<file path="config.mk">
export PLATFORM = sky130hd
export DESIGN_NAME = greedy_line_breaker_core
export DESIGN_NICKNAME = d
export VERILOG_FILES = /design/src/design/glb_pkg.sv /design/src/design/glb_ram.sv /design/src/design/greedy_line_breaker_core.sv
export VERILOG_INCLUDE_DIRS = /design/src /design/src/design
export SDC_FILE = /design/constraint.sdc
export NUM_CORES = 2
export LEC_CHECK = 0
export BUFFER_PORTS_ARGS = -buffer_cell sky130_fd_sc_hd__buf_2
export CAP_MARGIN = 20
export CORE_ASPECT_RATIO = 0.5
export CORE_UTILIZATION = 35
export CTS_CLUSTER_DIAMETER = 60
export CTS_CLUSTER_SIZE = 30
export DETAILED_ROUTE_END_ITERATION = 10
export PLACE_DENSITY_LB_ADDON = 0.2
export SLEW_MARGIN = 0
export SYNTH_ARGS = -nofsm -noshare
export SYNTH_HDL_FRONTEND = slang
export SYNTH_HIERARCHICAL = 1
export SYNTH_SLANG_ARGS = --single-unit
export TNS_END_PERCENT = 1
</file>
<file path="constraint.sdc">
create_clock -name clk -period 14.1 [get_ports clk]
set_clock_uncertainty 0.1 [all_clocks]
set_input_delay 1.41 -clock clk [delete_from_list [all_inputs] [get_ports clk]]
set_output_delay 1.41 -clock clk [all_outputs]
set_load 0.03 [all_outputs]
</file>
<file path="src/design/assert_macros.svh">
// ----------------------------------------------------------------------------
// Assertion macros
// Clocked assertion helpers used by the line breaker core.
// ----------------------------------------------------------------------------
`ifndef ASSERT_MACROS_SVH
`define ASSERT_MACROS_SVH

// check prop at every clk edge outside reset
`define ASSERT_CLK(label, prop, msg) \
  label: assert property (@(posedge clk) disable iff (!rst_n) (prop)) else $error(msg);

// check that cond at one edge implies res at the next
`define ASSERT_NEXT(label, cond, res, msg) \
  label: assert property (@(posedge clk) disable iff (!rst_n) (cond) |=> (res)) \
    else $error(msg);

`endif

</file>
<file path="src/design/glb_pkg.sv">
// ----------------------------------------------------------------------------
// Line breaker package
// Sizes, stored item and line bound types, and bound update helpers.
// ----------------------------------------------------------------------------
package glb_pkg;

  localparam int MAX_LINE_ITEMS = 64;
  localparam int AW = (MAX_LINE_ITEMS > 1) ? $clog2(MAX_LINE_ITEMS) : 1;
  localparam int CW = $clog2(MAX_LINE_ITEMS + 1);

  typedef struct packed {
    logic [19:0]        w;
    logic [19:0]        asc;
    logic signed [20:0] desc;
    logic               bb;
    logic               ba;
  } entry_t;

  typedef struct packed {
    logic [25:0]        width;
    logic [20:0]        height;
    logic [19:0]        ascent;
    logic signed [20:0] descent;
  } bounds_t;

  function automatic bounds_t add_bounds(bounds_t b, logic [19:0] w, logic [19:0] asc,
                                         logic signed [20:0] desc);
    bounds_t            r;
    logic [26:0]        sw;
    logic signed [21:0] h;
    logic signed [21:0] h2;
    r  = b;
    sw = {1'b0, b.width} + {7'd0, w};
    r.width = sw[26] ? 26'h3FFFFFF : sw[25:0];
    h = $signed({2'b00, asc}) + 22'(desc);
    if (h > $signed({1'b0, r.height})) r.height = h[20:0];
    if (asc > r.ascent) r.ascent = asc;
    if (desc > r.descent) r.descent = desc;
    h2 = $signed({2'b00, r.ascent}) + 22'(r.descent);
    if (h2 > $signed({1'b0, r.height})) r.height = h2[20:0];
    return r;
  endfunction

  function automatic logic [AW-1:0] slot_index(logic [AW-1:0] base, logic [CW-1:0] off);
    logic [CW:0] s;
    s = (CW + 1)'(base) + (CW + 1)'(off);
    if (s >= (CW + 1)'(MAX_LINE_ITEMS)) s = s - (CW + 1)'(MAX_LINE_ITEMS);
    return s[AW-1:0];
  endfunction

endpackage

</file>
<file path="src/design/glb_ram.sv">
// ----------------------------------------------------------------------------
// Generic RAM
// One write port, one read port with registered read data.
// ----------------------------------------------------------------------------
module glb_ram #(
  parameter int WIDTH = 8,
  parameter int DEPTH = 16
) (
  input  logic                             clk,
  input  logic                             we,
  input  logic [$clog2(DEPTH > 1 ? DEPTH : 2)-1:0] waddr,
  input  logic [WIDTH-1:0]                 wdata,
  input  logic [$clog2(DEPTH > 1 ? DEPTH : 2)-1:0] raddr,
  output logic [WIDTH-1:0]                 rdata
);

  logic [WIDTH-1:0] mem [DEPTH];

  always_ff @(posedge clk) begin
    if (we) mem[waddr] <= wdata;
    rdata <= mem[raddr];
  end

endmodule

</file>
<file path="src/design/greedy_line_breaker_core.sv">
// ----------------------------------------------------------------------------
// Greedy line breaker core
// Fills lines greedily from a stream of inline items and reports each line.
// ----------------------------------------------------------------------------
// Input channel in_*: one beat per inline item, taken while in_stall is low.
// Result channel out_*: one beat per closed line; last_line marks the final
// line caused by an input beat. Config writes (cfg_we, cfg_index, cfg_wdata)
// set avail_width (index 0) and no_wrap (index 1); the user must write them
// only while the block is idle; the block itself does not enforce it.
// A plain append passes the decide, capacity check and append states before
// the next accept; a closed line adds the output load state. A wrap reads
// items back while scanning and every item on the line when bounds are
// rebuilt, all through the single read port of the item store RAM.
// Reset clears the open line, the sequence counter and the config registers;
// the item store needs no clearing. When the receiver stalls, the result beat
// holds and the sequencer waits before loading the next line; in_stall stays
// high until all results of the current item are handed to the output stage.
// ----------------------------------------------------------------------------
`include "assert_macros.svh"

module greedy_line_breaker_core (
  input  logic               clk,
  input  logic               rst_n,
  input  logic               in_valid,
  output logic               in_stall,
  input  logic [19:0]        in_item_width,
  input  logic [19:0]        in_item_ascent,
  input  logic signed [20:0] in_item_descent,
  input  logic               in_break_before,
  input  logic               in_break_after,
  input  logic               in_force_break,
  input  logic               in_end_of_items,
  output logic               out_valid,
  input  logic               out_stall,
  output logic [15:0]        out_first_item,
  output logic [6:0]         out_item_count,
  output logic [25:0]        out_line_width,
  output logic [20:0]        out_line_height,
  output logic [19:0]        out_line_baseline,
  output logic signed [20:0] out_line_descent,
  output logic               out_capacity_close,
  output logic               out_last_line,
  input  logic               cfg_we,
  input  logic               cfg_index,
  input  logic [19:0]        cfg_wdata
);

  localparam int AW = glb_pkg::AW;
  localparam int CW = glb_pkg::CW;
  localparam int N  = glb_pkg::MAX_LINE_ITEMS;

  typedef enum logic [8:0] {
    S_IDLE    = 9'b000000001,
    S_DECIDE  = 9'b000000010,
    S_SCAN_RD = 9'b000000100,
    S_SCAN_EV = 9'b000001000,
    S_RB_RD   = 9'b000010000,
    S_RB_EV   = 9'b000100000,
    S_CAP     = 9'b001000000,
    S_APPEND  = 9'b010000000,
    S_EMIT    = 9'b100000000
  } state_t;

  state_t state_r, state_nxt, ret_r, ret_nxt;

  logic [19:0]        iw_r, iasc_r;
  logic signed [20:0] idesc_r;
  logic               ibb_r, iba_r, ifrc_r, ilast_r;
  logic [15:0]        seq_r, item_seq_r, item_seq_nxt;
  logic [15:0]        open_first_r, open_first_nxt;
  logic [CW-1:0]      cnt_r, cnt_nxt, k_r, k_nxt, i_r, i_nxt, emit_cnt_r, emit_cnt_nxt;
  logic [AW-1:0]      base_r, base_nxt;
  glb_pkg::bounds_t   bnd_r, bnd_nxt;
  logic               nbb_r, nbb_nxt, split_r, split_nxt;
  logic               emit_cap_r, emit_cap_nxt, emit_last_r, emit_last_nxt;
  logic               emit_frc_r, emit_frc_nxt;
  logic [19:0]        avail_r;
  logic               nowrap_r;

  logic               ram_we;
  logic [AW-1:0]      ram_waddr, ram_raddr;
  glb_pkg::entry_t    ram_wdata, rd;
  logic               accept, out_free, nbb, ovf;
  logic [CW-1:0]      inc, km1;
  logic signed [21:0] hf;
  logic [31:0]        ec32;

  assign in_stall = (state_r != S_IDLE);
  assign accept   = in_valid && !in_stall;
  assign out_free = !out_valid || !out_stall;
  assign nbb      = (k_r == cnt_r) ? ibb_r : nbb_r;
  assign inc      = i_r + CW'(1);
  assign km1      = k_r - CW'(1);
  assign hf       = $signed({2'b00, iasc_r}) + 22'(idesc_r);
  assign ec32     = 32'(emit_cnt_r);
  assign ovf      = !nowrap_r && (cnt_r != '0) &&
                    (({1'b0, bnd_r.width} + {7'd0, iw_r}) > {7'd0, avail_r});

  assign ram_wdata = '{w: iw_r, asc: iasc_r, desc: idesc_r, bb: ibb_r, ba: iba_r};
  assign ram_waddr = glb_pkg::slot_index(base_r, cnt_r);
  assign ram_we    = (state_r == S_APPEND);
  assign ram_raddr = glb_pkg::slot_index(base_r, (state_r == S_SCAN_RD) ? km1 : i_r);

  glb_ram #(.WIDTH($bits(glb_pkg::entry_t)), .DEPTH(N)) u_store (
    .clk   (clk),
    .we    (ram_we),
    .waddr (ram_waddr),
    .wdata (ram_wdata),
    .raddr (ram_raddr),
    .rdata (rd)
  );

  always_comb begin
    state_nxt      = state_r;
    ret_nxt        = ret_r;
    item_seq_nxt   = item_seq_r;
    open_first_nxt = open_first_r;
    cnt_nxt        = cnt_r;
    k_nxt          = k_r;
    i_nxt          = i_r;
    base_nxt       = base_r;
    bnd_nxt        = bnd_r;
    nbb_nxt        = nbb_r;
    split_nxt      = split_r;
    emit_cnt_nxt   = emit_cnt_r;
    emit_cap_nxt   = emit_cap_r;
    emit_last_nxt  = emit_last_r;
    emit_frc_nxt   = emit_frc_r;
    case (state_r)
      S_IDLE: begin
        if (accept) begin
          item_seq_nxt = item_seq_r + 16'd1;
          state_nxt    = S_DECIDE;
        end
      end
      S_DECIDE: begin
        emit_cap_nxt = 1'b0;
        emit_frc_nxt = 1'b0;
        if (ifrc_r) begin
          emit_frc_nxt  = (cnt_r == '0);
          emit_cnt_nxt  = cnt_r;
          emit_last_nxt = 1'b1;
          ret_nxt       = S_IDLE;
          state_nxt     = S_EMIT;
        end else if (ovf) begin
          k_nxt     = cnt_r;
          state_nxt = S_SCAN_RD;
        end else begin
          state_nxt = S_CAP;
        end
      end
      S_SCAN_RD: state_nxt = S_SCAN_EV;
      S_SCAN_EV: begin
        emit_cnt_nxt  = cnt_r;
        emit_last_nxt = !ilast_r;
        ret_nxt       = S_CAP;
        if (rd.ba || nbb) begin
          if (k_r == cnt_r) begin
            state_nxt = S_EMIT;
          end else begin
            bnd_nxt   = '0;
            i_nxt     = '0;
            split_nxt = 1'b1;
            state_nxt = S_RB_RD;
          end
        end else begin
          k_nxt   = km1;
          nbb_nxt = rd.bb;
          state_nxt = (km1 == '0) ? S_EMIT : S_SCAN_RD;
        end
      end
      S_RB_RD: state_nxt = S_RB_EV;
      S_RB_EV: begin
        bnd_nxt = glb_pkg::add_bounds(bnd_r, rd.w, rd.asc, rd.desc);
        i_nxt   = inc;
        if (split_r && inc == k_r) begin
          split_nxt     = 1'b0;
          emit_cnt_nxt  = k_r;
          emit_last_nxt = !ilast_r;
          ret_nxt       = S_RB_RD;
          state_nxt     = S_EMIT;
        end else if (inc == cnt_r) begin
          state_nxt = S_CAP;
        end else begin
          state_nxt = S_RB_RD;
        end
      end
      S_CAP: begin
        if (cnt_r >= CW'(N)) begin
          emit_cnt_nxt  = cnt_r;
          emit_cap_nxt  = 1'b1;
          emit_last_nxt = !ilast_r;
          ret_nxt       = S_APPEND;
          state_nxt     = S_EMIT;
        end else begin
          state_nxt = S_APPEND;
        end
      end
      S_APPEND: begin
        if (cnt_r == '0) open_first_nxt = seq_r;
        cnt_nxt      = cnt_r + CW'(1);
        bnd_nxt      = glb_pkg::add_bounds(bnd_r, iw_r, iasc_r, idesc_r);
        emit_cap_nxt = 1'b0;
        if (ilast_r) begin
          emit_cnt_nxt  = cnt_r + CW'(1);
          emit_last_nxt = 1'b1;
          ret_nxt       = S_IDLE;
          state_nxt     = S_EMIT;
        end else begin
          state_nxt = S_IDLE;
        end
      end
      S_EMIT: begin
        if (out_free) begin
          bnd_nxt        = '0;
          cnt_nxt        = cnt_r - emit_cnt_r;
          i_nxt          = i_r - emit_cnt_r;
          open_first_nxt = open_first_r + 16'(emit_cnt_r);
          base_nxt       = glb_pkg::slot_index(base_r, emit_cnt_r);
          emit_cap_nxt   = 1'b0;
          state_nxt      = ret_r;
        end
      end
      default: state_nxt = S_IDLE;
    endcase
  end

  always_ff @(posedge clk) begin
    if (!rst_n) begin
      state_r      <= S_IDLE;
      ret_r        <= S_IDLE;
      item_seq_r   <= '0;
      open_first_r <= '0;
      cnt_r        <= '0;
      base_r       <= '0;
      bnd_r        <= '0;
      split_r      <= 1'b0;
      out_valid    <= 1'b0;
      avail_r      <= '0;
      nowrap_r     <= 1'b0;
    end else begin
      state_r      <= state_nxt;
      ret_r        <= ret_nxt;
      item_seq_r   <= item_seq_nxt;
      open_first_r <= open_first_nxt;
      cnt_r        <= cnt_nxt;
      base_r       <= base_nxt;
      bnd_r        <= bnd_nxt;
      split_r      <= split_nxt;
      if (state_r == S_EMIT && out_free) out_valid <= 1'b1;
      else if (!out_stall) out_valid <= 1'b0;
      if (cfg_we) begin
        if (cfg_index == 1'b0) avail_r <= cfg_wdata;
        else nowrap_r <= cfg_wdata[0];
      end
    end
  end

  always_ff @(posedge clk) begin
    k_r         <= k_nxt;
    i_r         <= i_nxt;
    nbb_r       <= nbb_nxt;
    emit_cnt_r  <= emit_cnt_nxt;
    emit_cap_r  <= emit_cap_nxt;
    emit_last_r <= emit_last_nxt;
    emit_frc_r  <= emit_frc_nxt;
    if (accept) begin
      iw_r    <= in_item_width;
      iasc_r  <= in_item_ascent;
      idesc_r <= in_item_descent;
      ibb_r   <= in_break_before;
      iba_r   <= in_break_after;
      ifrc_r  <= in_force_break;
      ilast_r <= in_end_of_items;
      seq_r   <= item_seq_r;
    end
    if (state_r == S_EMIT && out_free) begin
      out_capacity_close <= emit_cap_r;
      out_last_line      <= emit_last_r;
      if (emit_frc_r) begin
        out_first_item    <= seq_r;
        out_item_count    <= '0;
        out_line_width    <= '0;
        out_line_height   <= hf[21] ? 21'd0 : hf[20:0];
        out_line_baseline <= iasc_r;
        out_line_descent  <= '0;
      end else begin
        out_first_item    <= open_first_r;
        out_item_count    <= ec32[6:0];
        out_line_width    <= bnd_r.width;
        out_line_height   <= bnd_r.height;
        out_line_baseline <= bnd_r.ascent;
        out_line_descent  <= bnd_r.descent;
      end
    end
  end

  `ASSERT_CLK(a_cnt_bound, cnt_r <= CW'(N), "open line holds more items than the store")
  `ASSERT_CLK(a_rb_index, !(state_r == S_RB_RD) || (i_r < cnt_r), "rebuild index past line end")
  `ASSERT_NEXT(a_emit_load, state_r == S_EMIT && out_free, out_valid, "emit did not load output")
  `ASSERT_NEXT(a_accept_decide, accept, state_r == S_DECIDE, "accepted beat not decoded")

endmodule
</file>
# Yosys cells after proc, flatten, opt, wreduce, memory -nomap -nowiden
# Memory sizes are Yosys's and may differ from the RTL's. A register that Yosys moved wholly into a read port is not among the register bits.
# Cells that the tools add are included.
# totals
regBits	393
ramBits	4032
elab_cells	215
n_memories	1
# classes
n_addsub	19
magnitude_cmp	13
n_eq_ne	26
n_mux	80
bitwise	2
n_reduce_logical	37
# memory_table
memory	words	width	read_ports	rd_clocked_by_memory_dff	wr	line_no	text
u_store.mem	64	63	1	1	1	glb_ram.sv:17	logic [WIDTH-1:0] mem [DEPTH];
# op_table
op	n
case mux 88 bit (4 select lines)	1
2-to-1 mux 88 bit	3
2-to-1 mux 21 bit	12
2-to-1 mux 9 bit	13
2-to-1 mux 20 bit	5
2-to-1 mux 7 bit	14
adder 21 x 21 -> 22 bit	4
greater-than comparator 22 bit	4
case mux 9 bit (9 select lines)	1
adder 26 x 20 -> 27 bit	2
2-to-1 mux 26 bit	2
2-to-1 mux 16 bit	3
case mux 9 bit (5 select lines)	1
greater-than comparator 21 bit	2
greater-than comparator 20 bit	2
case mux 7 bit (5 select lines)	1
case mux 16 bit (2 select lines)	1
case mux 7 bit (2 select lines)	2
greater-than comparator 27 x 20 -> 1 bit	1
adder 6 x 7 -> 8 bit	3
>= comparator 8 x 7 -> 1 bit, second input constant	3
!= test 2 bit, second input constant	11
equality test 7 bit	3
case mux 7 bit (3 select lines)	1
other kinds (38)	82

# Logic depth before layout (Yosys ltp)
# depth
word_depth	7
mapped_depth	38

# Modules after synthesis
# The synthesis kept the hierarchy.
# by_module_without_submodules
module	n_inst	cells_per_inst	area_each_um2	seq_area_each_um2
glb_ram	1	6551	153267.0	122337.3
greedy_line_breaker_core	1	3239	28817.6	9959.6

# Worst setup path before layout
# No wires, ideal clock.
# synth_path
path_kind	input port to flip-flop
start	input out_stall
end	register bnd_r[87] (netlist name)
arrival_ns	8.574
slack_ns	5.312
stages	6
path_cell_list	a21oi_1 -> nor2_1 -> a31oi_1 -> clkbuf_1 -> a21oi_1 -> o21a_1
# synth_between
elab_chain_len	4
# synth_rtl
element	line_no	text
start, declared	greedy_line_breaker_core.sv:34	input logic out_stall,
logical NOT 1 bit	-	
logical OR 1 bit	greedy_line_breaker_core.sv:90	assign out_free = !out_valid || !out_stall;
!= test 2 bit (no line)	-	
AND reduction 4 bit (no line)	-	
end signal, assigned	greedy_line_breaker_core.sv:248	bnd_r <= bnd_nxt;
end, declared	greedy_line_breaker_core.sv:73	glb_pkg::bounds_t bnd_r, bnd_nxt;
# Every way passes these cells.
# A chain may end at the register's enable or synchronous reset.

# Final worst setup path
# layout_path
start	register iasc_r[7]
end	register bnd_r[50] (netlist name)
# layout_between
elab_chain_len	7
elab_cells_between_ends	11
cone_classes	2 x add/sub; 3 x order compare; 6 x mux
# layout_rtl
element	line_no	text
start, declared	greedy_line_breaker_core.sv:66	logic [19:0] iw_r, iasc_r;
start signal, assigned	greedy_line_breaker_core.sv:269	iasc_r <= in_item_ascent;
adder 21 x 21 -> 22 bit or greater-than comparator 20 bit (tied branches)	glb_pkg.sv:35, glb_pkg.sv:37	
greater-than comparator 22 bit or 2-to-1 mux 20 bit (tied branches)	glb_pkg.sv:36, glb_pkg.sv:37	
2-to-1 mux 21 bit or 2-to-1 mux 20 bit (tied branches)	glb_pkg.sv:36, greedy_line_breaker_core.sv:129	
2-to-1 mux 21 bit or adder 21 x 21 -> 22 bit (tied branches)	greedy_line_breaker_core.sv:129, glb_pkg.sv:39	
greater-than comparator 22 bit	glb_pkg.sv:40	if (h2 > $signed({1'b0, r.height})) r.height = h2[20:0];
2-to-1 mux 21 bit *	glb_pkg.sv:40	
case mux 88 bit (4 select lines) *	greedy_line_breaker_core.sv:129	case (state_r)
# Every way passes the cells marked *; elsewhere a longest branch is shown, timed or not. The select of a mux whose other input is x is not followed.

==> results.py <==
metrics = {
    "detailed_routing": {
        "drc": 0,
        "postRouteAntennaNets": 0,
        "drt-total-wl_um": 622000,
        "first_iter_violations": 14392,
        "drtPass1Iterations": 8,
        "vias_per_cell": 5.97,
        "vias": 102421,
        "wl_per_cell_um": 36.3,
    },
    "finish": {
        "instances_no_fill": 17161,
        "layout_common_cells": "edfxtp_1, mux4_2, buf_4",
        "syn_to_final_growth_pct": 10.6,
        "nets": 10541,
        "layout_commonest_cell": "edfxtp_1",
        "drive_gt1_frac": 0.210,
    },
    "clock_network": {
        "postCtsResizedCells": 0,
        "holdBufCountCts": 0,
        "cts_tree": "built",
        "cts_buffer_depth": 4,
        "clockRootBuffer": "clkbuf_16",
        "numCtsBuffers": 221,
        "post_cts_buffers": 0,
        "cts.sinks": 4483,
        "clk_latency_ns": 1.04,
        "clk_pin_slew_ns": 0.11,
        "htreeDepth": 4,
    },
    "pwr": {
        "irDropWorstVdd_v": 0.000119,
        "power.leakage_nw": 63.3,
        "power_density_nw_per_um2": 119,
        "total_power_mw": 23.9,
    },
    "die": {
        "fp.coreArea_um2": 516000,
        "rows": 186,
        "die_y_um": 512,
        "initial_utilization": 0.353,
        "die_w_um": 1020,
        "dieArea_um2": 523000,
        "io_pins": 206,
    },
    "place": {
        "io_buffers": 205,
        "finalWeightedCongestion": 0.890,
        "dp.cells": 16730,
        "post-dp-hpwl_um": 385000,
        "preCtsSetupSlack_ns": 4.87,
    },
    "timing": {
        "period_share": 0.633,
        "relSlewSlack": 0.196,
        "finalWorstSetupSlack_ns": 5.17,
        "setup_tns_ns": 0,
        "slew_viol_final": 0,
        "clock.fmax_mhz": 112,
        "setup_violations": 0,
        "tightest_slew_ns": 1.19,
        "min_period_ns": 8.93,
        "grt_setup_unrepaired": "no",
        "finalHoldViolCount": 0,
    },
    "run": {
        "max-cap-violations": 0,
    },
    "synth": {
        "syn-num-nets": 10235,
        "ys_types": 98,
        "synth_area_um2": 182000,
        "yosysSeqAreaShare": 0.727,
        "yosysWarnings": 6,
        "synth-edff-count": 4251,
        "async_flop_share": 0,
        "syn_inst": 9790,
        "yosys_most_used_dff": "edfxtp_1",
        "avgSynthCellArea_um2": 18.6,
        "synth_seq_cells": 4483,
    },
    "worst_setup_path": {
        "crit_slowest_cell": "a21oi_1",
        "worst_ep_required_time_ns": 14.80,
        "cp_max_fo": 30,
        "critical_path_class": "reg -> reg",
        "cp-end-kind": "register",
        "arrival_ns": 9.64,
        "r2r-start": "iasc_r[7]",
        "crit_path_max_incr_delay_ns": 0.78,
        "cp_common_cell": "a21oi_1",
        "start_kind": "register",
        "crit_path_start": "iasc_r[7]",
    },
    "global_routing": {
        "grt_use_met1": 0.347,
        "grt_overflow": 0,
        "grt_util_met2": 0.338,
        "grt_first_pass_wirelength_um": 840000,
        "grt_pass1_vias": 97527,
        "top_usage_layer": "met1",
        "grt_max_degree": 99,
        "antenna_found_initial": 80,
        "grt_use_total": 0.231,
        "gr-usage-met3": 0.0531,
    },
    "hold_path": {
        "hold_path_class": "reg -> reg",
        "min_from": "u_store/rdata[1]",
    },
    "run_status": {
        "status": "complete, no violations",
    },
}
critical path: cells and delay by family (launching register included):
| family | cells | cell delay [ns] |
|---|---|---|
| simple gates | 8 | 1.32 |
| xor+xnor | 1 | 0.27 |
| compound gates | 15 | 3.92 |
| buf+inv | 3 | 0.95 |
| flops | 1 | 0.64 |
| fa+ha+maj | 3 | 0.93 |
| mux | 2 | 0.48 |
per-stage QoR:
stage	hold slack (ns)	area, µm²	util
finish	0.329	201000	0.390
global route	0.337	201000	0.390
CTS	0.337	201000	0.390
detailed placement	0.310	193000	0.375
global placement	0.308	193000	0.375
floorplan	0.286	182000	-
power breakdown:
group	internal, mW	total [mW]	switching (mW)	leakage (nW)
clock network	3.39	8.13	4.74	3.70
logic	0.292	1.11	0.822	19.3
registers	14.6	14.6	0.0286	40.2
total	18.3	23.9	5.59	63.3
registers in the layout, indices dropped and copies added, names as in the netlist, 20 cells and up:
| register | cells |
|---|---|
| u_store/mem | 4032 |
| bnd_r | 88 |
| u_store/rdata | 63 |
| out_line_width | 26 |
| idesc_r | 21 |
| out_line_descent | 21 |
| out_line_height | 21 |
| avail_r | 20 |
| iasc_r | 20 |
| iw_r | 20 |
| out_line_baseline | 20 |
area by class of cell:
cell class,count,area [µm²]
fill,46475,314000
sequential,4483,132000
multi-input combinational,4614,47600
tap,6862,8590
clock buffer,239,5660
timing repair buffer,597,4290
clock inverter,145,2100
inverter,179,677
antenna,42,105
cell families (layout without fill, tap and decap cells):
logic type	after synthesis	after routing	synth area share
buf+inv	693	1160	0.0171
xor+xnor	178	178	0.00856
mux	1152	1152	0.130
simple gates	1324	1324	0.0356
other cells	0	42	0
fa+ha+maj	355	355	0.0249
flops	4483	4483	0.727
compound gates	1605	1605	0.0574
cell usage after synthesis (all sizes together), types with 13 or more instances:
cell type | number | area, µm²
edfxtp | 4251 | 128000
mux4 | 963 | 21700
o22ai | 346 | 2160
ha | 342 | 4280
nor2 | 333 | 1260
a21oi | 324 | 1660
nand2 | 311 | 1170
o21ai | 283 | 1420
clkbuf | 282 | 1060
buf | 232 | 1380
dfxtp | 232 | 4640
inv | 179 | 672
nor2b | 152 | 951
nor3 | 152 | 766
a211oi | 145 | 1120
mux2i | 132 | 1330
xnor2 | 111 | 972
nand3 | 98 | 495
a21o | 83 | 623
a22oi | 83 | 628
nor4 | 67 | 425
xor2 | 67 | 587
nand4 | 58 | 363
mux2 | 57 | 646
o22a | 53 | 464
a31oi | 50 | 313
o21a | 38 | 285
nand2b | 35 | 219
o221ai | 31 | 272
and3 | 26 | 163
o211ai | 24 | 185
o21bai | 21 | 158
a222oi | 20 | 200
and2 | 17 | 109
or3 | 17 | 106
a21boi | 14 | 105
o31ai | 14 | 133
nand3b | 13 | 97.6
or2 | 13 | 81.3
final timing paths:
check | depth (start not counted) | endpoint | slack (ns)
min reg2reg | 0 | nbb_r | 0.33
min | 0 | nbb_r | 0.33
max | 32 | bnd_r[50] | 5.17
max reg2reg | 32 | bnd_r[50] | 5.17
layer usage:
metal	wire, µm	vias up
li1	-	40662
met2	267000	5010
met5	300	-
met4	18300	28
met1	273000	55966
met3	62800	755
No activity file was read; power rests on OpenSTA's default activity.
